[src/rtl/iuhc_pkg.sv]
`default_nettype none
// ----------------------------------------------------------------------------
// iuhc_pkg
// Shared constants and types of the IPv4/UDP receive header checker.
// ----------------------------------------------------------------------------
package iuhc_pkg;

	localparam int COUNTER_WIDTH_DEF = 16;

	// byte positions within the frame header
	localparam logic [5:0] POS_VHL       = 6'd14;
	localparam logic [5:0] POS_TLEN_HI   = 6'd16;
	localparam logic [5:0] POS_TLEN_LO   = 6'd17;
	localparam logic [5:0] POS_FRAG_HI   = 6'd20;
	localparam logic [5:0] POS_FRAG_LO   = 6'd21;
	localparam logic [5:0] POS_PROTO     = 6'd23;
	localparam logic [5:0] POS_DST_FIRST = 6'd30;
	localparam logic [5:0] POS_HDR_END   = 6'd33;
	localparam logic [5:0] POS_IDLE      = 6'd34;

	localparam logic [7:0]  VHL_IPV4   = 8'h45;
	localparam logic [7:0]  FRAG_MASK  = 8'h3f;
	localparam logic [7:0]  PROTO_UDP  = 8'd17;
	localparam logic [16:0] ETH_LEN    = 17'd14;
	localparam logic [16:0] MIN_FRAME  = 17'd60;
	localparam logic [15:0] CSUM_ONES  = 16'hffff;
	localparam logic [31:0] BCAST_ADDR = 32'hffff_ffff;

	// error mask bit positions
	localparam int ERR_W     = 6;
	localparam int ERR_VHL   = 0;
	localparam int ERR_LEN   = 1;
	localparam int ERR_FRAG  = 2;
	localparam int ERR_PROTO = 3;
	localparam int ERR_ADDR  = 4;
	localparam int ERR_CSUM  = 5;

	localparam int QUEUE_DEPTH = 4;
	localparam int QPTR_W      = $clog2(QUEUE_DEPTH);
	localparam int QCNT_W      = $clog2(QUEUE_DEPTH + 1);

	// register map
	localparam int          PADDR_W      = 3;
	localparam logic [0:0]  REG_LOCAL_IP = 1'b0;

	// one header summary from the front part
	typedef struct packed {
		logic [15:0] csum;
		logic [15:0] tlen;
		logic        vhl_err;
		logic        frag_err;
		logic        proto_err;
		logic [31:0] dst;
		logic [15:0] rx_len;
	} entry_t;

	typedef struct packed {
		logic   push;
		entry_t data;
	} q_wr_t;

	typedef struct packed {
		logic   avail;
		entry_t data;
	} q_rd_t;

endpackage
`default_nettype wire

[src/rtl/iuhc_if.sv]
`default_nettype none
// ----------------------------------------------------------------------------
// iuhc_hdr_if, iuhc_res_if
// Valid/ready channels for header bytes in and verdict items out.
// ----------------------------------------------------------------------------
interface iuhc_hdr_if;
	logic        valid;
	logic        ready;
	logic [7:0]  frame_byte;
	logic        start_of_frame;
	logic [15:0] rx_frame_length;

	modport source (output valid, frame_byte, start_of_frame, rx_frame_length, input ready);
	modport sink   (input valid, frame_byte, start_of_frame, rx_frame_length, output ready);
endinterface

interface iuhc_res_if;
	logic        valid;
	logic        ready;
	logic        packet_ok;
	logic [5:0]  error_mask;
	logic [15:0] frame_length;
	logic [15:0] drop_count;
	logic [15:0] vhl_error_count;
	logic [15:0] fragment_error_count;
	logic [15:0] protocol_error_count;
	logic [15:0] checksum_error_count;

	modport source (
		output valid, packet_ok, error_mask, frame_length, drop_count, vhl_error_count,
			fragment_error_count, protocol_error_count, checksum_error_count,
		input ready
	);
	modport sink (
		input valid, packet_ok, error_mask, frame_length, drop_count, vhl_error_count,
			fragment_error_count, protocol_error_count, checksum_error_count,
		output ready
	);
endinterface
`default_nettype wire

[src/rtl/iuhc_front.sv]
`default_nettype none
// ----------------------------------------------------------------------------
// iuhc_front
// Byte parser: tracks header position, folds the checksum, collects fields
// and pushes one summary per header into the queue.
// ----------------------------------------------------------------------------
module iuhc_front (
	input  wire logic           clk,
	input  wire logic           arst_n,
	iuhc_hdr_if.sink            hdr,
	output iuhc_pkg::q_wr_t     q_wr,
	input  wire logic           q_full
);
	import iuhc_pkg::*;

	logic [5:0]  pos_q;
	logic [15:0] csum_q;
	logic [7:0]  hold_q;
	logic [15:0] tlen_q;
	logic        vhl_q;
	logic        frag_q;
	logic        proto_q;
	logic [31:0] dst_q;

	logic        accept;
	logic        active;
	logic [16:0] sum;
	logic [15:0] csum_next;
	logic        vhl_next;
	logic        frag_next;
	logic        proto_next;
	logic [31:0] dst_next;
	logic [7:0]  b;

	assign hdr.ready = !q_full;
	assign accept    = hdr.valid && hdr.ready;
	assign b         = hdr.frame_byte;
	assign active    = (pos_q >= POS_VHL) && (pos_q < POS_IDLE);

	// ones-complement add with end-around carry
	assign sum = {1'b0, csum_q} + {1'b0, hold_q, b};
	always_comb begin
		csum_next = csum_q;
		if (active && pos_q[0]) begin
			csum_next = sum[16] ? (sum[15:0] + 16'd1) : sum[15:0];
		end
	end

	always_comb begin
		vhl_next   = vhl_q;
		frag_next  = frag_q;
		proto_next = proto_q;
		dst_next   = dst_q;
		if (pos_q == POS_VHL && b != VHL_IPV4) begin
			vhl_next = 1'b1;
		end
		if (pos_q == POS_FRAG_HI && (b & FRAG_MASK) != 8'd0) begin
			frag_next = 1'b1;
		end
		if (pos_q == POS_FRAG_LO && b != 8'd0) begin
			frag_next = 1'b1;
		end
		if (pos_q == POS_PROTO && b != PROTO_UDP) begin
			proto_next = 1'b1;
		end
		if (pos_q >= POS_DST_FIRST && pos_q < POS_IDLE) begin
			dst_next = {dst_q[23:0], b};
		end
	end

	always_ff @(posedge clk or negedge arst_n) begin
		if (!arst_n) begin
			pos_q   <= '0;
			csum_q  <= '0;
			hold_q  <= '0;
			tlen_q  <= '0;
			vhl_q   <= 1'b0;
			frag_q  <= 1'b0;
			proto_q <= 1'b0;
			dst_q   <= '0;
		end else if (accept) begin
			if (hdr.start_of_frame) begin
				// byte 0 is ethernet, so only the position moves on
				pos_q   <= 6'd1;
				csum_q  <= '0;
				hold_q  <= '0;
				tlen_q  <= '0;
				vhl_q   <= 1'b0;
				frag_q  <= 1'b0;
				proto_q <= 1'b0;
				dst_q   <= '0;
			end else if (pos_q < POS_IDLE) begin
				pos_q   <= (pos_q == POS_HDR_END) ? POS_IDLE : pos_q + 6'd1;
				csum_q  <= csum_next;
				vhl_q   <= vhl_next;
				frag_q  <= frag_next;
				proto_q <= proto_next;
				dst_q   <= dst_next;
				if (active && !pos_q[0]) begin
					hold_q <= b;
				end
				if (pos_q == POS_TLEN_HI) begin
					tlen_q <= {b, 8'd0};
				end
				if (pos_q == POS_TLEN_LO) begin
					tlen_q <= {tlen_q[15:8], b};
				end
			end
		end
	end

	always_comb begin
		q_wr.push           = accept && !hdr.start_of_frame && (pos_q == POS_HDR_END);
		q_wr.data.csum      = csum_next;
		q_wr.data.tlen      = tlen_q;
		q_wr.data.vhl_err   = vhl_next;
		q_wr.data.frag_err  = frag_next;
		q_wr.data.proto_err = proto_next;
		q_wr.data.dst       = dst_next;
		q_wr.data.rx_len    = hdr.rx_frame_length;
	end

`ifndef ASSERT_OFF
	a_pos_range: assert property (@(posedge clk) disable iff (!arst_n)
		pos_q <= POS_IDLE)
		else $error("header position out of range");
`endif

endmodule
`default_nettype wire

[src/rtl/iuhc_queue.sv]
`default_nettype none
// ----------------------------------------------------------------------------
// iuhc_queue
// Short register queue of header summaries between front and back parts.
// ----------------------------------------------------------------------------
module iuhc_queue (
	input  wire logic           clk,
	input  wire logic           arst_n,
	input  wire iuhc_pkg::q_wr_t q_wr,
	output logic                q_full,
	output iuhc_pkg::q_rd_t     q_rd,
	input  wire logic           pop
);
	import iuhc_pkg::*;

	entry_t              mem_q [QUEUE_DEPTH];
	logic [QPTR_W-1:0]   wr_ptr_q;
	logic [QPTR_W-1:0]   rd_ptr_q;
	logic [QCNT_W-1:0]   count_q;
	logic                empty;

	assign q_full     = (count_q == QCNT_W'(QUEUE_DEPTH));
	assign empty      = (count_q == '0);
	assign q_rd.avail = !empty;
	assign q_rd.data  = mem_q[rd_ptr_q];

	always_ff @(posedge clk) begin
		if (q_wr.push) begin
			mem_q[wr_ptr_q] <= q_wr.data;
		end
	end

	always_ff @(posedge clk or negedge arst_n) begin
		if (!arst_n) begin
			wr_ptr_q <= '0;
			rd_ptr_q <= '0;
			count_q  <= '0;
		end else begin
			if (q_wr.push) begin
				wr_ptr_q <= (wr_ptr_q == QPTR_W'(QUEUE_DEPTH - 1)) ? '0 : wr_ptr_q + 1'b1;
			end
			if (pop) begin
				rd_ptr_q <= (rd_ptr_q == QPTR_W'(QUEUE_DEPTH - 1)) ? '0 : rd_ptr_q + 1'b1;
			end
			if (q_wr.push && !pop) begin
				count_q <= count_q + 1'b1;
			end else if (pop && !q_wr.push) begin
				count_q <= count_q - 1'b1;
			end
		end
	end

`ifndef ASSERT_OFF
	a_no_overflow: assert property (@(posedge clk) disable iff (!arst_n)
		q_wr.push |-> !q_full)
		else $error("push into full queue");
`endif
`ifndef ASSERT_OFF
	a_no_underflow: assert property (@(posedge clk) disable iff (!arst_n)
		pop |-> !empty)
		else $error("pop from empty queue");
`endif

endmodule
`default_nettype wire

[src/rtl/iuhc_back.sv]
`default_nettype none
// ----------------------------------------------------------------------------
// iuhc_back
// Verdict stage: final length, address and checksum checks, error counters
// and the output register.
// ----------------------------------------------------------------------------
module iuhc_back #(
	parameter int COUNTER_WIDTH = iuhc_pkg::COUNTER_WIDTH_DEF
) (
	input  wire logic           clk,
	input  wire logic           arst_n,
	input  wire iuhc_pkg::q_rd_t q_rd,
	output logic                pop,
	input  wire logic [31:0]    local_ip,
	iuhc_res_if.source          res
);
	import iuhc_pkg::*;

	localparam int CW = COUNTER_WIDTH;

	logic [CW-1:0]    drop_q;
	logic [CW-1:0]    vhl_cnt_q;
	logic [CW-1:0]    frag_cnt_q;
	logic [CW-1:0]    proto_cnt_q;
	logic [CW-1:0]    csum_cnt_q;
	logic             valid_q;
	logic             ok_q;
	logic [ERR_W-1:0] mask_q;
	logic [15:0]      flen_q;

	entry_t           e;
	logic [16:0]      real_len;
	logic [ERR_W-1:0] f;
	logic [2:0]       n;
	logic [15:0]      flen;
	logic [CW-1:0]    one;

	assign e        = q_rd.data;
	assign pop      = q_rd.avail && (!valid_q || res.ready);
	assign real_len = {1'b0, e.tlen} + ETH_LEN;
	assign one      = {{(CW-1){1'b0}}, 1'b1};

	always_comb begin
		f            = '0;
		f[ERR_VHL]   = e.vhl_err;
		f[ERR_LEN]   = real_len > {1'b0, e.rx_len};
		f[ERR_FRAG]  = e.frag_err;
		f[ERR_PROTO] = e.proto_err;
		f[ERR_ADDR]  = (e.dst != BCAST_ADDR) && (e.dst != local_ip);
		f[ERR_CSUM]  = (e.csum != CSUM_ONES) && (e.csum != 16'd0);
		n            = 3'($countones(f));
		// padded minimum-size frame carrying a shorter packet
		flen = ((real_len < MIN_FRAME) && ({1'b0, e.rx_len} == MIN_FRAME)) ?
			real_len[15:0] : e.rx_len;
	end

	always_ff @(posedge clk or negedge arst_n) begin
		if (!arst_n) begin
			valid_q     <= 1'b0;
			drop_q      <= '0;
			vhl_cnt_q   <= '0;
			frag_cnt_q  <= '0;
			proto_cnt_q <= '0;
			csum_cnt_q  <= '0;
		end else begin
			if (pop) begin
				valid_q <= 1'b1;
				drop_q  <= drop_q + {{(CW-3){1'b0}}, n};
				if (f[ERR_VHL]) begin
					vhl_cnt_q <= vhl_cnt_q + one;
				end
				if (f[ERR_FRAG]) begin
					frag_cnt_q <= frag_cnt_q + one;
				end
				if (f[ERR_PROTO]) begin
					proto_cnt_q <= proto_cnt_q + one;
				end
				if (f[ERR_CSUM]) begin
					csum_cnt_q <= csum_cnt_q + one;
				end
			end else if (res.ready) begin
				valid_q <= 1'b0;
			end
		end
	end

	always_ff @(posedge clk) begin
		if (pop) begin
			ok_q   <= (f == '0);
			mask_q <= f;
			flen_q <= flen;
		end
	end

	assign res.valid        = valid_q;
	assign res.packet_ok    = ok_q;
	assign res.error_mask   = mask_q;
	assign res.frame_length = flen_q;

	// counters only change when a verdict is loaded, so they feed the port directly
	generate
		if (CW >= 16) begin : g_cnt_trunc
			assign res.drop_count           = drop_q[15:0];
			assign res.vhl_error_count      = vhl_cnt_q[15:0];
			assign res.fragment_error_count = frag_cnt_q[15:0];
			assign res.protocol_error_count = proto_cnt_q[15:0];
			assign res.checksum_error_count = csum_cnt_q[15:0];
		end else begin : g_cnt_ext
			assign res.drop_count           = {{(16-CW){1'b0}}, drop_q};
			assign res.vhl_error_count      = {{(16-CW){1'b0}}, vhl_cnt_q};
			assign res.fragment_error_count = {{(16-CW){1'b0}}, frag_cnt_q};
			assign res.protocol_error_count = {{(16-CW){1'b0}}, proto_cnt_q};
			assign res.checksum_error_count = {{(16-CW){1'b0}}, csum_cnt_q};
		end
	endgenerate

`ifndef ASSERT_OFF
	a_cnt_hold: assert property (@(posedge clk) disable iff (!arst_n)
		!pop |=> $stable(drop_q) && $stable(csum_cnt_q))
		else $error("counter moved without a verdict");
`endif

endmodule
`default_nettype wire

[src/rtl/ipv4_udp_rx_header_check_core.sv]
`default_nettype none
// ----------------------------------------------------------------------------
// ipv4_udp_rx_header_check_core
// IPv4/UDP receive header checker with error counters and APB register port.
// ----------------------------------------------------------------------------
// Takes the 34 header bytes of a received frame, one byte per cycle with no
// gaps needed, and gives one verdict item for byte 33: pass flag, error mask,
// corrected frame length and the wrapping error counters. The front parser
// handles one byte per cycle; the verdict is queued when byte 33 is accepted
// and then loaded into the output register. Up to four verdicts queue ahead of
// the output register, and bytes are refused only while that queue is full.
// local_ip_address sits at byte address 0 of the APB port.
module ipv4_udp_rx_header_check_core #(
	parameter int COUNTER_WIDTH = iuhc_pkg::COUNTER_WIDTH_DEF
) (
	input  wire logic                          clk,
	input  wire logic                          arst_n,
	iuhc_hdr_if.sink                           hdr,
	iuhc_res_if.source                         res,
	input  wire logic                          psel,
	input  wire logic                          penable,
	input  wire logic                          pwrite,
	input  wire logic [iuhc_pkg::PADDR_W-1:0]  paddr,
	input  wire logic [31:0]                   pwdata,
	output logic      [31:0]                   prdata,
	output logic                               pready
);
	import iuhc_pkg::*;

	logic [31:0] local_ip_q;
	q_wr_t       q_wr;
	q_rd_t       q_rd;
	logic        q_full;
	logic        pop;
	logic        reg_sel;

	assign pready  = 1'b1;
	assign reg_sel = (paddr[2] == REG_LOCAL_IP);
	assign prdata  = reg_sel ? local_ip_q : 32'd0;

	always_ff @(posedge clk or negedge arst_n) begin
		if (!arst_n) begin
			local_ip_q <= '0;
		end else if (psel && penable && pwrite && pready && reg_sel) begin
			local_ip_q <= pwdata;
		end
	end

	iuhc_front u_front (
		.clk    (clk),
		.arst_n (arst_n),
		.hdr    (hdr),
		.q_wr   (q_wr),
		.q_full (q_full)
	);

	iuhc_queue u_queue (
		.clk    (clk),
		.arst_n (arst_n),
		.q_wr   (q_wr),
		.q_full (q_full),
		.q_rd   (q_rd),
		.pop    (pop)
	);

	iuhc_back #(
		.COUNTER_WIDTH (COUNTER_WIDTH)
	) u_back (
		.clk      (clk),
		.arst_n   (arst_n),
		.q_rd     (q_rd),
		.pop      (pop),
		.local_ip (local_ip_q),
		.res      (res)
	);

endmodule
`default_nettype wire

[src/flat_wrapper.sv]
// flat-port wrapper written by rule: the top's interface ports become plain ports
module ipv4_udp_rx_header_check_core_flat import iuhc_pkg::*;
#(
	parameter int COUNTER_WIDTH = iuhc_pkg::COUNTER_WIDTH_DEF
)
  (clk, arst_n, psel, penable, pwrite, paddr, pwdata, prdata, pready, hdr_valid, hdr_frame_byte, hdr_start_of_frame, hdr_rx_frame_length, hdr_ready, res_valid, res_packet_ok, res_error_mask, res_frame_length, res_drop_count, res_vhl_error_count, res_fragment_error_count, res_protocol_error_count, res_checksum_error_count, res_ready);
  iuhc_hdr_if hdr_i ();
  iuhc_res_if res_i ();
  input  wire logic clk;
  input  wire logic arst_n;
  input  wire logic psel;
  input  wire logic penable;
  input  wire logic pwrite;
  input  wire logic [iuhc_pkg::PADDR_W-1:0] paddr;
  input  wire logic [31:0] pwdata;
  output logic      [31:0] prdata;
  output logic pready;
  input wire logic [$bits(hdr_i.valid)-1:0] hdr_valid;
  input wire logic [$bits(hdr_i.frame_byte)-1:0] hdr_frame_byte;
  input wire logic [$bits(hdr_i.start_of_frame)-1:0] hdr_start_of_frame;
  input wire logic [$bits(hdr_i.rx_frame_length)-1:0] hdr_rx_frame_length;
  output wire logic [$bits(hdr_i.ready)-1:0] hdr_ready;
  output wire logic [$bits(res_i.valid)-1:0] res_valid;
  output wire logic [$bits(res_i.packet_ok)-1:0] res_packet_ok;
  output wire logic [$bits(res_i.error_mask)-1:0] res_error_mask;
  output wire logic [$bits(res_i.frame_length)-1:0] res_frame_length;
  output wire logic [$bits(res_i.drop_count)-1:0] res_drop_count;
  output wire logic [$bits(res_i.vhl_error_count)-1:0] res_vhl_error_count;
  output wire logic [$bits(res_i.fragment_error_count)-1:0] res_fragment_error_count;
  output wire logic [$bits(res_i.protocol_error_count)-1:0] res_protocol_error_count;
  output wire logic [$bits(res_i.checksum_error_count)-1:0] res_checksum_error_count;
  input wire logic [$bits(res_i.ready)-1:0] res_ready;
  assign hdr_i.valid = hdr_valid;
  assign hdr_i.frame_byte = hdr_frame_byte;
  assign hdr_i.start_of_frame = hdr_start_of_frame;
  assign hdr_i.rx_frame_length = hdr_rx_frame_length;
  assign hdr_ready = hdr_i.ready;
  assign res_valid = res_i.valid;
  assign res_packet_ok = res_i.packet_ok;
  assign res_error_mask = res_i.error_mask;
  assign res_frame_length = res_i.frame_length;
  assign res_drop_count = res_i.drop_count;
  assign res_vhl_error_count = res_i.vhl_error_count;
  assign res_fragment_error_count = res_i.fragment_error_count;
  assign res_protocol_error_count = res_i.protocol_error_count;
  assign res_checksum_error_count = res_i.checksum_error_count;
  assign res_i.ready = res_ready;
  ipv4_udp_rx_header_check_core #(.COUNTER_WIDTH(COUNTER_WIDTH)) u_core (.clk(clk), .arst_n(arst_n), .hdr(hdr_i), .res(res_i), .psel(psel), .penable(penable), .pwrite(pwrite), .paddr(paddr), .pwdata(pwdata), .prdata(prdata), .pready(pready));
endmodule
[config.mk]
export PLATFORM = sky130hd
export DESIGN_NAME = ipv4_udp_rx_header_check_core_flat
export DESIGN_NICKNAME = d
export VERILOG_FILES = /design/src/rtl/iuhc_pkg.sv /design/src/rtl/iuhc_if.sv /design/src/rtl/iuhc_front.sv /design/src/rtl/iuhc_queue.sv /design/src/rtl/iuhc_back.sv /design/src/rtl/ipv4_udp_rx_header_check_core.sv /design/src/flat_wrapper.sv
export SDC_FILE = /design/constraint.sdc
export NUM_CORES = 1
export LEC_CHECK = 0
export ABC_CLOCK_PERIOD_IN_PS = 6700
export BUFFER_PORTS_ARGS = -buffer_cell sky130_fd_sc_hd__buf_2
export CAP_MARGIN = 20
export CORE_MARGIN = 4
export CORE_UTILIZATION = 60
export DETAILED_ROUTE_END_ITERATION = 8
export PLACE_DENSITY = 0.76
export SYNTH_ARGS = -nofsm -noshare
export SYNTH_HDL_FRONTEND = slang
export SYNTH_HIERARCHICAL = 1
export SYNTH_SLANG_ARGS = --single-unit
[constraint.sdc]
create_clock -name clk -period 6.7 [get_ports clk]
set_clock_uncertainty 0.15 [all_clocks]
set_input_delay 1.34 -clock clk [delete_from_list [all_inputs] [get_ports clk]]
set_output_delay 1.34 -clock clk [all_outputs]
set_load 0.03 [all_outputs]
==> results of run 1 <==
[registers in the layout, summed over array words and instances (netlist names), 6 cells and up]
signal                                  flops
u_core/u_back/res.drop_count               16
u_core/local_ip_q                          32
u_core/u_back/res.error_mask                6
u_core/u_front/csum_q                      16
u_core/u_front/tlen_q                      16
u_core/u_back/res.checksum_error_count     16
u_core/u_back/res.protocol_error_count     16
u_core/u_front/hold_q                       8
u_core/u_back/res.vhl_error_count          16
u_core/u_back/res.fragment_error_count     16
u_core/u_back/res.frame_length             16
u_core/u_front/pos_q                        6
u_core/u_queue/mem_q                      332
u_core/u_front/dst_q                       32
[final cells by class]
| cell class | count | area (um2) |
|---|---|---|
| inverter | 43 | 161 |
| clock inverter | 23 | 269 |
| timing repair buffer | 220 | 1220 |
| fill | 2764 | 12900 |
| sequential | 556 | 15700 |
| tap | 532 | 666 |
| multi-input combinational | 989 | 8700 |
| antenna | 1 | 2.50 |
| clock buffer | 77 | 1500 |
[layer usage]
layer	GRT usage (%)	up-vias	routed length (um)
li1	-	6728	-
met1	33.9	7551	22500
met2	37.8	528	25500
met3	3.25	84	3370
met4	6.42	2	1190
met5	0	-	13
[per-stage QoR]
step / power (mW) / area, um2 / setup WS (ns) / cells / hold WS [ns]
after floorplan: 6.22 / 25100 / 1.84 / 1679 / 0.297
after global routing: 10.3 / 28200 / 0.687 / 2440 / 0.338
final: 9.79 / 28200 / 1.18 / 2441 / 0.309
after global placement: 6.79 / 26400 / 1.26 / 2336 / 0.306
after detailed placement: 6.86 / 26400 / 1.17 / 2336 / 0.303
after CTS: 9.87 / 28100 / 1.17 / 2436 / 0.314
[power groups by stage]
stage | Combinational (mW) | Sequential (mW) | Clock (mW)
final | 2.56 | 4.24 | 3.00
after global routing | 2.79 | 4.28 | 3.20
after CTS | 2.57 | 4.24 | 3.06
after detailed placement | 2.55 | 4.31 | 0
after global placement | 2.50 | 4.29 | 0
after floorplan | 1.82 | 4.40 | 0
[cell families (layout without fill, tap and decap cells)]
kind of cell,Yosys count,after routing
other cells,1,2
flops,556,556
simple gates,410,410
xor+xnor,143,143
mux,162,162
fa+ha+maj,57,57
buf+inv,134,363
compound gates,216,216
[cell usage in the layout (no fill, tap or decap), types with 31 or more instances in the layout]
cell type	synthesis	final
edfxtp_1	355	355
buf_2	10	200
dfrtp_1	201	199
nand2_1	109	109
mux4_2	83	83
xor2_1	74	74
xnor2_1	69	69
o21ai_0	64	64
clkbuf_16	0	53
ha_1	51	51
nand3_1	44	44
mux2_2	43	43
inv_1	42	42
nor2_1	41	41
nor2b_1	37	37
a22o_1	35	35
nand4_1	34	34
a21oi_1	31	31
[worst max-delay path by stage]
stage / from / end / slack (ns) / cells past startpoint
4_1_cts: u_core/u_queue/rd_ptr_q[0]$_DFFE_PN0P_ / u_core/u_back/res.drop_count[10]$_DFFE_PN0P_ / 1.17 / 20
3_5_place_dp: u_core/u_queue/rd_ptr_q[0]$_DFFE_PN0P_ / u_core/u_back/res.drop_count[10]$_DFFE_PN0P_ / 1.17 / 20
2_1_floorplan: u_core/u_queue/rd_ptr_q[0]$_DFFE_PN0P_ / u_core/u_back/res.drop_count[10]$_DFFE_PN0P_ / 1.84 / 23
6_report: u_core/u_queue/rd_ptr_q[0]$_DFFE_PN0P_ / u_core/u_back/res.drop_count[10]$_DFFE_PN0P_ / 1.18 / 20
3_3_place_gp: u_core/u_queue/rd_ptr_q[0]$_DFFE_PN0P_ / u_core/u_back/res.drop_count[10]$_DFFE_PN0P_ / 1.26 / 16
5_1_grt: u_core/u_queue/rd_ptr_q[0]$_DFFE_PN0P_ / u_core/u_back/res.drop_count[12]$_DFFE_PN0P_ / 0.69 / 16
==> summary.md, run 1 <==
| Metric | Value |
|---|---|
| Status | `finished clean` |
| Top post-synthesis cells by count | `edfxtp_1 (355), dfrtp_1 (201), nand2_1 (109)` |
| Die Y-Extent | `212 um` |
| Io pins | `205` |
| CTS Buffer Depth | `3` |
| Crit start category | `flip-flop` |
| XOR/XNOR Fraction of Synth Area | `4.99%` |
| Crit path top cell by count | `inv_1` |
| Cell Int Power | `6.70 mW` |
| H-tree depth | `2` |
| Crit path time final | `5.52 ns` |
| Synth Area in Compound Gates | `6.02%` |
| Ranking of synthesized cells by area | `edfxtp_1 (42%), dfrtp_1 (20%), mux4_2 (7.5%), xor2_1 (2.6%), ha_1 (2.5%)` |
| Mapped cell area | `25,100 um2` |
| Root Driver | `clkbuf_16` |
| Global-route wire length before repair | `82,700 um` |
| Sequential area share after synthesis | `62.5%` |
| Final nets | `1,987` |
| Full die area | `45,100 um2` |
| PD cells | `347 nW/um2` |
| Pins over their slew limit | `0` |
| WL final | `52,600 um` |
| Comb power frac | `26.2%` |
| Post-DP HPWL | `34,200 um` |
| Post-CTS Repair Setup Buffers | `0` |
| Sum of negative setup slack | `0 ns` |
| Layout cells sized above 1 | `25.8%` |
| Slew HR | `24.5%` |
| Mux cell area share after synthesis | `11.4%` |
| RSZ-0062 raised after global routing | `false` |
| Reg clk slew, reported paths | `0.06 ns` |
| WP data arrival | `5.85 ns` |
| Synth async-reset ratio | `36.2%` |
| R2R depth | `20` |
| Top-area cell type share of the netlist area | `42.5%` |
| Worst skew pair latency | `0.60 ns` |
| Post-CTS Hold Fix Bufs | `0` |
| Post-Syn Nets | `1,803` |
| Core area | `41,100 um2` |
| Reg-to-reg startpoint | `u_core/u_queue/rd_ptr_q[0]$_DFFE_PN0P_` |
| Psw | `3.09 mW` |
| Final setup viols | `0` |
| Final GP Congestion | `0.853` |
| Pre-antenna DRT Iters | `6` |
| GRT Residual Overflow | `0` |
| Vias in the first global route | `15,000` |
| Kind of cell adding the most delay to the critical path | `simple AND/OR/NAND/NOR gates` |
| Slowest cell on the critical path | `dfrtp_4` |
| WHS Endpoint | `u_core/u_back/res.checksum_error_count[15]$_DFFE_PN0P_` |
| CTS buffer count | `53` |
| Drt wl/cell | `21.6 um` |
| Worst-Margin Slew | `1.13 ns` |
| Initial DRC Count | `1,353` |
| Initial antenna violation count | `1` |
| Flop2flop setup slack | `1.18 ns` |
| Clock power frac | `30.6%` |
| Critical path required time | `7.02 ns` |
| Clk sinks | `556` |
| Post-Synth Simple-Gate Area | `9.08%` |
| Setup Crit Path Kind | `flip-flop to flip-flop` |
| Row count | `74` |
| Largest net degree at the start of global routing | `110` |
| VDD IR max | `203 uV` |
| Peak Freq | `181 MHz` |
| Syn Inst Count | `1,679` |
| Post-synth EDFFs | `355` |
| Largest stage delay on the critical path | `0.79 ns` |
| Commonest register cell after synthesis | `edfxtp_1` |
| CTS tree | `built` |
| Crit-path cells | `mux4_2 -> inv_1 -> ha_1 -> nor2b_1 -> nor4_1 -> nand2_1 -> xnor2_1 -> ha_1 -> and3_1 -> a221oi_1 -> a21oi_1 -> or2_1 -> fa_1 -> inv_1 -> fa_1 -> nor2b_1 -> o2111ai_1 -> inv_1 -> and4_1 -> xor2_1` |
| Routed vias/inst | `6.10` |
| Yosys warns | `6` |
| Fraction of the mapped netlist area in adder cells | `3.02%` |
| Post-layout util | `68.6%` |
| Count leader, synth | `edfxtp_1` |
| Worst setup EP type | `flip-flop` |
| Largest area contributor in the netlist | `edfxtp_1` |
| Remaining DRCs | `0` |
| Aggregate global-route resource usage | `23.3%` |
| Max-cap violation count | `0` |
| Netlist cell types | `88` |
| Buffers added on ports | `201` |
| Tightest Hold Check Type | `flip-flop to flip-flop` |
| Sequential power share | `43.3%` |
| Yosys reg bits | `556` |
| CTS resizes | `0` |
| Static Leak | `11.3 nW` |
| Die span in x | `212 um` |
| Crit Reg-Reg Endpoint | `u_core/u_back/res.drop_count[10]$_DFFE_PN0P_` |
| Avg Cell Area, Syn | `14.9 um2` |
| Via count | `14,900` |
| Main combinational cell family by area after synthesis | `multiplexers` |
| Final hold vios | `0` |
| Hold Startpoint | `u_core/u_back/res.checksum_error_count[15]$_DFFE_PN0P_` |
| CP bufs+invs | `3` |
| Sw Share | `31.6%` |
| Initial Util | `61.0%` |
| Area grow syn2layout | `12.5%` |
| DRT antenna net count | `0` |
| Crit share post-route | `82.4%` |
| Hold path cells | `1` |
| Crit-path max FO | `27` |
No activity file was read; power rests on OpenSTA's default activity.
==> run 2: changes to the inputs <==
ABC_AREA = 1   (was not set)
ABC_CLOCK_PERIOD_IN_PS = 5580   (was 6700)
clock period = 5.58 ns   (was 6.7 ns; I/O delays follow)
==> summary.md, run 2 <==
| Metric | Value |
|---|---|
| Status | `finished clean` |
| Grt peak-use layer | `met2` |
| WP data arrival | `5.38 ns (-0.47 ns)` |
| M2 GR Usage | `39.2% (+1.3 points)` |
| Met1 usage | `32.3% (-1.6 points)` |
| Reg clk slew, reported paths | `0.06 ns (about the same)` |
| CTS buffer count | `55 (+3.8%)` |
| Max-cap violation count | `0 (unchanged)` |
| Aggregate global-route resource usage | `23.8% (+0.48 points)` |
| Finished Layout Cells | `3,623 (+48%)` |
| Most flop-heavy register | `u_core/u_queue/mem_q` |
| Syn Inst Count | `2,816 (+68%)` |
| Crit path depth | `24 (+20%)` |
| Initial antenna violation count | `1 (unchanged)` |
| Hold slack | `0.314 ns (+0.00522 ns)` |
| Routed vias/inst | `5.42 (-11%)` |
| Top Registers | `u_core/u_queue/mem_q: 332 flops, u_core/local_ip_q: 32 flops, u_core/u_front/dst_q: 32 flops` |
| Pre-antenna DRT Iters | `6 (unchanged)` |
| Final nets | `3,100 (+56%)` |
| CTS tree | `built` |
| Avg Cell Area, Syn | `9.74 um2 (-35%)` |
| Critical path destination | `u_core/u_back/res.drop_count[14]$_DFFE_PN0P_` |
| Fillers | `3,430 (+24%)` |
| PD cells | `453 nW/um2 (+30%)` |
| Largest net degree at the start of global routing | `124 (+13%)` |
| Post-synth EDFFs | `355 (unchanged)` |
| VDD IR max | `389 uV (+91%)` |
| Storage element area | `15,700 um2 (about the same)` |
| Flop2flop setup slack | `0.55 ns (-0.63 ns)` |
| Via count | `19,600 (+32%)` |
| Worst-Margin Slew | `0.942 ns (-0.190 ns)` |
| Crit-path cells | `bufinv_16 -> buf_12 -> nand2_1 -> o211ai_1 -> nand2_1 -> xnor2_1 -> nand2_1 -> nor2_1 -> nand2_1 -> nor2_1 -> nand2_1 -> nand2_1 -> fa_1 -> inv_1 -> fa_1 -> inv_1 -> fa_1 -> o21ai_2 -> nand3_1 -> nor2_2 -> nand2_1 -> nor2_2 -> nand4_1 -> xor2_1` |
| Count leader, synth | `nand2_1` |
| Post-DP HPWL | `39,100 um (+14%)` |
| Pins over their slew limit | `0 (unchanged)` |
| Drt wl/cell | `16.6 um (-23%)` |
| DP Worst Slack | `0.231 ns (-0.937 ns)` |
| Slew HR | `37.0% (+12 points)` |
| Static Leak | `14.4 nW (+27%)` |
| Tightest Hold Check Type | `input pin to asynchronous set/reset pin` |
| H-tree depth | `2 (unchanged)` |
| Full die area | `49,200 um2 (+9.0%)` |
| Post-route cell area | `30,600 um2 (+8.4%)` |
| R2R depth | `24 (+20%)` |
| Peak Freq | `199 MHz (+9.7%)` |
| Layout cells sized above 1 | `14.3% (-11 points)` |
| Multi-input logic area | `9080 um2 (+4.4%)` |
| Top-area cell type share of the netlist area | `38.9% (-3.6 points)` |
| RSZ-0062 raised after global routing | `false` |
| Yosys warns | `6 (unchanged)` |
| Yosys reg bits | `556 (unchanged)` |
| Root Driver | `clkbuf_16` |
| Post-CTS Hold Fix Bufs | `0 (unchanged)` |
| Initial DRC Count | `1,490 (+10%)` |
| Crit share post-route | `90.2% (+7.8 points)` |
| Worst setup margin | `0.546 ns (-0.631 ns)` |
| Ranking of synthesized cells by area | `edfxtp_1 (39%), dfrtp_1 (18%), nand2_1 (10%), inv_1 (6.5%), o211ai_1 (3.6%)` |
| Crit path time final | `5.03 ns (-0.489 ns)` |
| Largest area contributor in the netlist | `edfxtp_1` |
| CP startpoint | `u_core/u_queue/rd_ptr_q[0]$_DFFE_PN0P_` |
| Sum of negative setup slack | `0 ns (unchanged)` |
| Max FFs per register | `332 (unchanged)` |
| Top post-synthesis cells by count | `nand2_1 (731), inv_1 (472), edfxtp_1 (355)` |
| Inst Count DP | `3,515 (+50%)` |
| Buffers added on ports | `201 (unchanged)` |
| Crit path top cell by count | `nand2_1` |
| Post-Syn Nets | `2,940 (+63%)` |
| Commonest register cell after synthesis | `edfxtp_1` |
| GRT Residual Overflow | `0 (unchanged)` |
| Area after DPL | `28,600 um2 (+8.4%)` |
| Kind of cell adding the most delay to the critical path | `simple AND/OR/NAND/NOR gates` |
| Mapped cell area | `27,400 um2 (+9.4%)` |
| Remaining DRCs | `0 (unchanged)` |
| Synth async-reset ratio | `36.2% (unchanged)` |
| Most frequent cells in the layout | `nand2_1 (731), inv_1 (468), edfxtp_1 (355), buf_2 (200), dfrtp_1 (199)` |
| Antenna cells | `0 (-1)` |
| Crit start category | `flip-flop` |
| Crit Reg-Reg Endpoint | `u_core/u_back/res.drop_count[14]$_DFFE_PN0P_` |
| Vias in the first global route | `18,700 (+25%)` |
| Commonest non-fill, non-tap cell in the layout | `nand2_1` |
| Setup Crit Path Kind | `flip-flop to flip-flop` |
| CTS resizes | `0 (unchanged)` |
| Initial Util | `60.6% (-0.43 points)` |
| CP bufs+invs | `4 (+1)` |
| Worst skew pair latency | `0.61 ns (about the same)` |
| Final setup viols | `0 (unchanged)` |
| Worst setup EP type | `flip-flop` |
| Clk sinks | `556 (unchanged)` |
| Io pins | `205 (unchanged)` |
| Area grow syn2layout | `11.4%` |
| DRT antenna net count | `0 (unchanged)` |
| Core area | `45,300 um2 (+10%)` |
| Reg-to-reg startpoint | `u_core/u_queue/rd_ptr_q[0]$_DFFE_PN0P_` |
| Final GP Congestion | `0.916 (+7.4%)` |
| Post-CTS Repair Setup Buffers | `0 (unchanged)` |
| Critical path required time | `5.92 ns (-1.10 ns)` |
| WL final | `60,300 um (+15%)` |
| Slowest cell on the critical path | `dfrtp_2` |
| Row count | `78 (+5.4%)` |
| Crit-path max FO | `100 (+270%)` |
| Global-route wire length before repair | `95,900 um (+16%)` |
| CTS Buffer Depth | `3 (unchanged)` |
| Largest stage delay on the critical path | `0.49 ns (-0.30 ns)` |
| Met3 GRT Util | `5.22% (+2.0 points)` |
| Netlist cell types | `58 (-34%)` |
| Final hold vios | `0 (unchanged)` |
| Die Y-Extent | `222 um (+4.4%)` |
| Sequential area share after synthesis | `57.2% (-5.4 points)` |
| Die span in x | `222 um (+4.4%)` |
## run 2: cell types whose count changed after synthesis, moves of 32 or more
cell      delta
nor2_1     +133
nand3_1     +66
o22ai_1     +33
nor2b_1     -37
buf_6       +32
o211ai_2    +35
mux2_2      -42
mux4_2      -83
inv_1      +430
o211ai_1   +130
nand2_1    +622
a22o_1      -34
## run 2: final cells by class
cell class / count / area share [%]
clock buffers: 73 / 5.05
clock inverters: 31 / 0.954
inverters: 483 / 6.04
multi-input cells: 1655 / 29.7
flip-flops and latches: 556 / 51.3
well taps: 600 / 2.46
repair buffers: 224 / 4.41
repair inverters: 1 / 0.0286
## run 2: layer usage
| layer | part of all wire [%] | wire length [um] |
|---|---|---|
| met5 | 0.022 | 13 |
| met4 | 2.4 | 1470 |
| met3 | 7.7 | 4670 |
| met2 | 48 | 28800 |
| met1 | 42 | 25400 |
## run 2: kinds of logic (layout without fill, tap and decap cells)
kind of cell,Yosys count,after routing,synth area share [%]
muxes,3,3,0.114
adders and majority gates,57,57,2.76
AOI/OAI and AO/OA,343,343,8.97
DFF,556,556,57.2
xor gates and xnor gates,106,106,3.41
and+or+nand+nor,1145,1145,17.8
buffers and inverters,605,812,9.75
other,1,1,0.0137
## run 2: where the power goes
| part | leakage (nW) | switching [mW] | internal [mW] |
|---|---|---|---|
| Combinational | 7.55 | 3.45 | 1.58 |
| Sequential | 5.94 | 0.333 | 4.78 |
| Clock | 0.904 | 1.56 | 2.14 |
| Total | 14.4 | 5.34 | 8.50 |
## run 2: worst min-delay path by stage
| stage | from | depth (start not counted) | end |
|---|---|---|---|
| 2_1_floorplan | u_core/u_queue/count_q[2]$_DFFE_PN0P_ | 2 | u_core/u_queue/count_q[2]$_DFFE_PN0P_ |
| 5_1_grt | arst_n | 1 | u_core/local_ip_q[7]$_DFFE_PN0P_ |
| 3_5_place_dp | u_core/u_back/res.vhl_error_count[15]$_DFFE_PN0P_ | 1 | u_core/u_back/res.vhl_error_count[15]$_DFFE_PN0P_ |
| 4_1_cts | u_core/u_back/res.vhl_error_count[15]$_DFFE_PN0P_ | 1 | u_core/u_back/res.vhl_error_count[15]$_DFFE_PN0P_ |
| 6_report | arst_n | 1 | u_core/local_ip_q[0]$_DFFE_PN0P_ |
| 3_3_place_gp | u_core/u_queue/count_q[2]$_DFFE_PN0P_ | 2 | u_core/u_queue/count_q[2]$_DFFE_PN0P_ |
## run 2: per-stage QoR
step	power, mW	util [%]
floorplan	8.91	-
global placement	9.86	63.1
detailed placement	10.1	63.1
CTS	13.8	67.2
global route	14.7	67.5
finish	13.8	67.5
==> run 3: changes to the inputs <==
CELL_PAD_IN_SITES_DETAIL_PLACEMENT = 1   (was not set)
CELL_PAD_IN_SITES_GLOBAL_PLACEMENT = 2   (was not set)
CORE_UTILIZATION = 39   (was 60)
==> summary.md, run 3 (same netlist as run 2, synthesis figures left out) <==
| Metric | Value |
|---|---|
| Status | `finished clean` |
| Inst Count DP | `3,860 (+9.8%)` |
| DRT antenna net count | `0 (unchanged)` |
| R2R depth | `25 (+4.2%)` |
| WP data arrival | `5.55 ns (+0.17 ns)` |
| Clock power frac | `27.3% (+0.6 points)` |
| Die Y-Extent | `273 um (+23%)` |
| VDD IR max | `275 uV (-29%)` |
| WHS Endpoint | `u_core/u_back/res.checksum_error_count[15]$_DFFE_PN0P_` |
| Worst skew pair latency | `0.62 ns (about the same)` |
| Sw Share | `38.8% (+0.19 points)` |
| Setup Crit Path Kind | `flip-flop to flip-flop` |
| Pre-antenna DRT Iters | `5 (-1)` |
| Core area | `69,200 um2 (+53%)` |
| Top Registers | `u_core/u_queue/mem_q: 332 flops, u_core/local_ip_q: 32 flops, u_core/u_front/dst_q: 32 flops` |
| Post-CTS Hold Fix Bufs | `0 (unchanged)` |
| Worst setup EP type | `flip-flop` |
| WL final | `70,800 um (+17%)` |
| Crit share post-route | `93.2% (+3.0 points)` |
| Final nets | `3,116 (+0.52%)` |
| Pwr Total | `14.2 mW (+2.3%)` |
| Io pins | `205 (unchanged)` |
| Commonest non-fill, non-tap cell in the layout | `nand2_1` |
| Post-DP HPWL | `48,900 um (+25%)` |
| Die span in x | `273 um (+23%)` |
| Max-cap violation count | `0 (unchanged)` |
| PD cells | `455 nW/um2 (+0.59%)` |
| Cell Int Power | `8.67 mW (+2.0%)` |
| Crit-path max FO | `28 (-72%)` |
| Static Leak | `14.5 nW (+0.50%)` |
| Crit path time final | `5.20 ns (+0.165 ns)` |
| Global-route wire length before repair | `113,000 um (+18%)` |
| CTS Buffer Depth | `3 (unchanged)` |
| Finished Layout Cells | `3,975 (+9.7%)` |
| Worst-Margin Slew | `1.07 ns (+0.126 ns)` |
| Antenna cells | `0 (unchanged)` |
| Max FFs per register | `332 (unchanged)` |
| Clk sinks | `556 (unchanged)` |
| Psw | `5.49 mW (+2.9%)` |
| Worst setup margin | `0.381 ns (-0.165 ns)` |
| DP Worst Slack | `0.154 ns (-0.0767 ns)` |
| GRT Residual Overflow | `0 (unchanged)` |
| Reg-to-reg startpoint | `u_core/u_queue/rd_ptr_q[0]$_DFFE_PN0P_` |
| Vias in the first global route | `20,800 (+11%)` |
| Remaining DRCs | `0 (unchanged)` |
| Layout cells sized above 1 | `14.3% (-0.033 points)` |
| Crit Reg-Reg Endpoint | `u_core/u_back/res.drop_count[14]$_DFFE_PN0P_` |
| Area grow syn2layout | `13.4%` |
| Peak Freq | `192 MHz (-3.2%)` |
| Routed vias/inst | `4.89 (-9.6%)` |
| Root Driver | `clkbuf_16` |
| Initial DRC Count | `1,008 (-32%)` |
| Crit start category | `flip-flop` |
| Aggregate global-route resource usage | `18.8% (-5.0 points)` |
| Hold path cells | `1` |
| Row count | `96 (+23%)` |
| Buffers added on ports | `201 (unchanged)` |
| Most flop-heavy register | `u_core/u_queue/mem_q` |
| Final hold vios | `0 (unchanged)` |
| H-tree depth | `2 (unchanged)` |
| Largest net degree at the start of global routing | `102 (-18%)` |
| Flop2flop setup slack | `0.38 ns (-0.17 ns)` |
| Drt wl/cell | `17.8 um (+7.0%)` |
| Tightest Hold Check Type | `flip-flop to flip-flop` |
| Most frequent cells in the layout | `nand2_1 (730), inv_1 (468), edfxtp_1 (355), buf_2 (200), dfrtp_1 (199)` |
| CTS buffer count | `60 (+9.1%)` |
| Initial Util | `39.7% (-21 points)` |
| Reg clk slew, reported paths | `0.06 ns (about the same)` |
| Slew HR | `28.5% (-8.4 points)` |
| Hold slack | `0.319 ns (+0.00498 ns)` |
| Post-layout util | `45.0% (-23 points)` |
| Initial antenna violation count | `3 (+2)` |
| Hold Startpoint | `u_core/u_back/res.checksum_error_count[15]$_DFFE_PN0P_` |
| Sequential power share | `36.2% (-0.7 points)` |
| Via count | `19,500 (-0.87%)` |
| CTS tree | `built` |
| Comb power frac | `36.5% (+0.2 points)` |
| Critical path required time | `5.93 ns (about the same)` |
| Final GP Congestion | `0.808 (-12%)` |
| Pins over their slew limit | `0 (unchanged)` |
| Full die area | `74,700 um2 (+52%)` |
| Final setup viols | `0 (unchanged)` |
==> run 3: stage by stage <==
step / instance area [um2] / setup TNS [ns]
2_1_floorplan: 27400 / 0
3_3_place_gp: 29200 / 0
3_5_place_dp: 29200 / 0
4_1_cts: 31100 / 0
5_1_grt: 31100 / -0.00496
6_report: 31100 / 0
==> run 3: per-layer routing <==
layer / track usage (%) / wire length, um / part of all wire, % / vias to the layer above
li1: - / - / - / 9521
met1: 25.2 / 32400 / 46 / 9560
met5: 0 / 8 / 0.011 / -
met3: 2.80 / 2590 / 3.7 / 93
met2: 32.7 / 34300 / 48 / 279
met4: 4.11 / 1530 / 2.2 / 2
==> run 3: how the worst max path moves through the flow <==
stage                                                               to                                    from  slack, ns
after floorplan                   u_core/u_queue/mem_q[0][0]$_DFFE_PP_                      hdr_start_of_frame       1.03
after global placement    u_core/u_back/res.drop_count[14]$_DFFE_PN0P_  u_core/u_queue/rd_ptr_q[1]$_DFFE_PN0P_       0.30
after detailed placement  u_core/u_back/res.drop_count[14]$_DFFE_PN0P_  u_core/u_queue/rd_ptr_q[0]$_DFFE_PN0P_       0.15
after CTS                 u_core/u_back/res.drop_count[14]$_DFFE_PN0P_  u_core/u_queue/rd_ptr_q[0]$_DFFE_PN0P_       0.11
after global routing      u_core/u_back/res.drop_count[14]$_DFFE_PN0P_  u_core/u_queue/rd_ptr_q[0]$_DFFE_PN0P_     -0.005
final                     u_core/u_back/res.drop_count[14]$_DFFE_PN0P_  u_core/u_queue/rd_ptr_q[0]$_DFFE_PN0P_       0.38
==> run 3: area by class of cell <==
type                    count  area [um2]
flip-flops and latches    556       15700
repair inverters            1        8.76
fillers                  7931       38100
well taps                 931        1160
inverters                 483        1850
clock buffers              81        1620
multi-input cells        1655        9080
repair buffers            235        1400
clock inverters            33         282
==> run 3: power groups by stage <==
stage | combinational, mW | sequential (mW) | clock, mW
floorplan | 3.40 | 5.52 | 0
global placement | 5.01 | 5.18 | 0
detailed placement | 5.18 | 5.20 | 0
CTS | 5.22 | 5.12 | 3.98
global route | 5.82 | 5.18 | 4.19
finish | 5.17 | 5.12 | 3.87
==> run 3: what timing repair did <==
item	in CTS	in global routing
gates resized for setup	0	10
buffers inserted	0	0
setup endpoints to repair	0	4
==> run 3: worst max-delay path, cell delays in order, from the launching register on <==
cell and delay [ns]:
dfrtp_2 0.48, bufinv_16 0.30, buf_4 0.22, o211ai_1 0.10
nand2_1 0.16, nand2_1 0.13, nor2_4 0.15, nand3_2 0.13
o21ai_1 0.16, nand2_1 0.14, ha_1 0.33, nand3_1 0.14
nor3_1 0.21, nand2_1 0.09, a21oi_2 0.19, buf_12 0.15
fa_1 0.22, inv_1 0.08, fa_1 0.46, o21ai_1 0.21
nand3_1 0.10, nor2_1 0.17, nand2_1 0.15, nor2_2 0.16
nand4_1 0.13, xor2_1 0.16
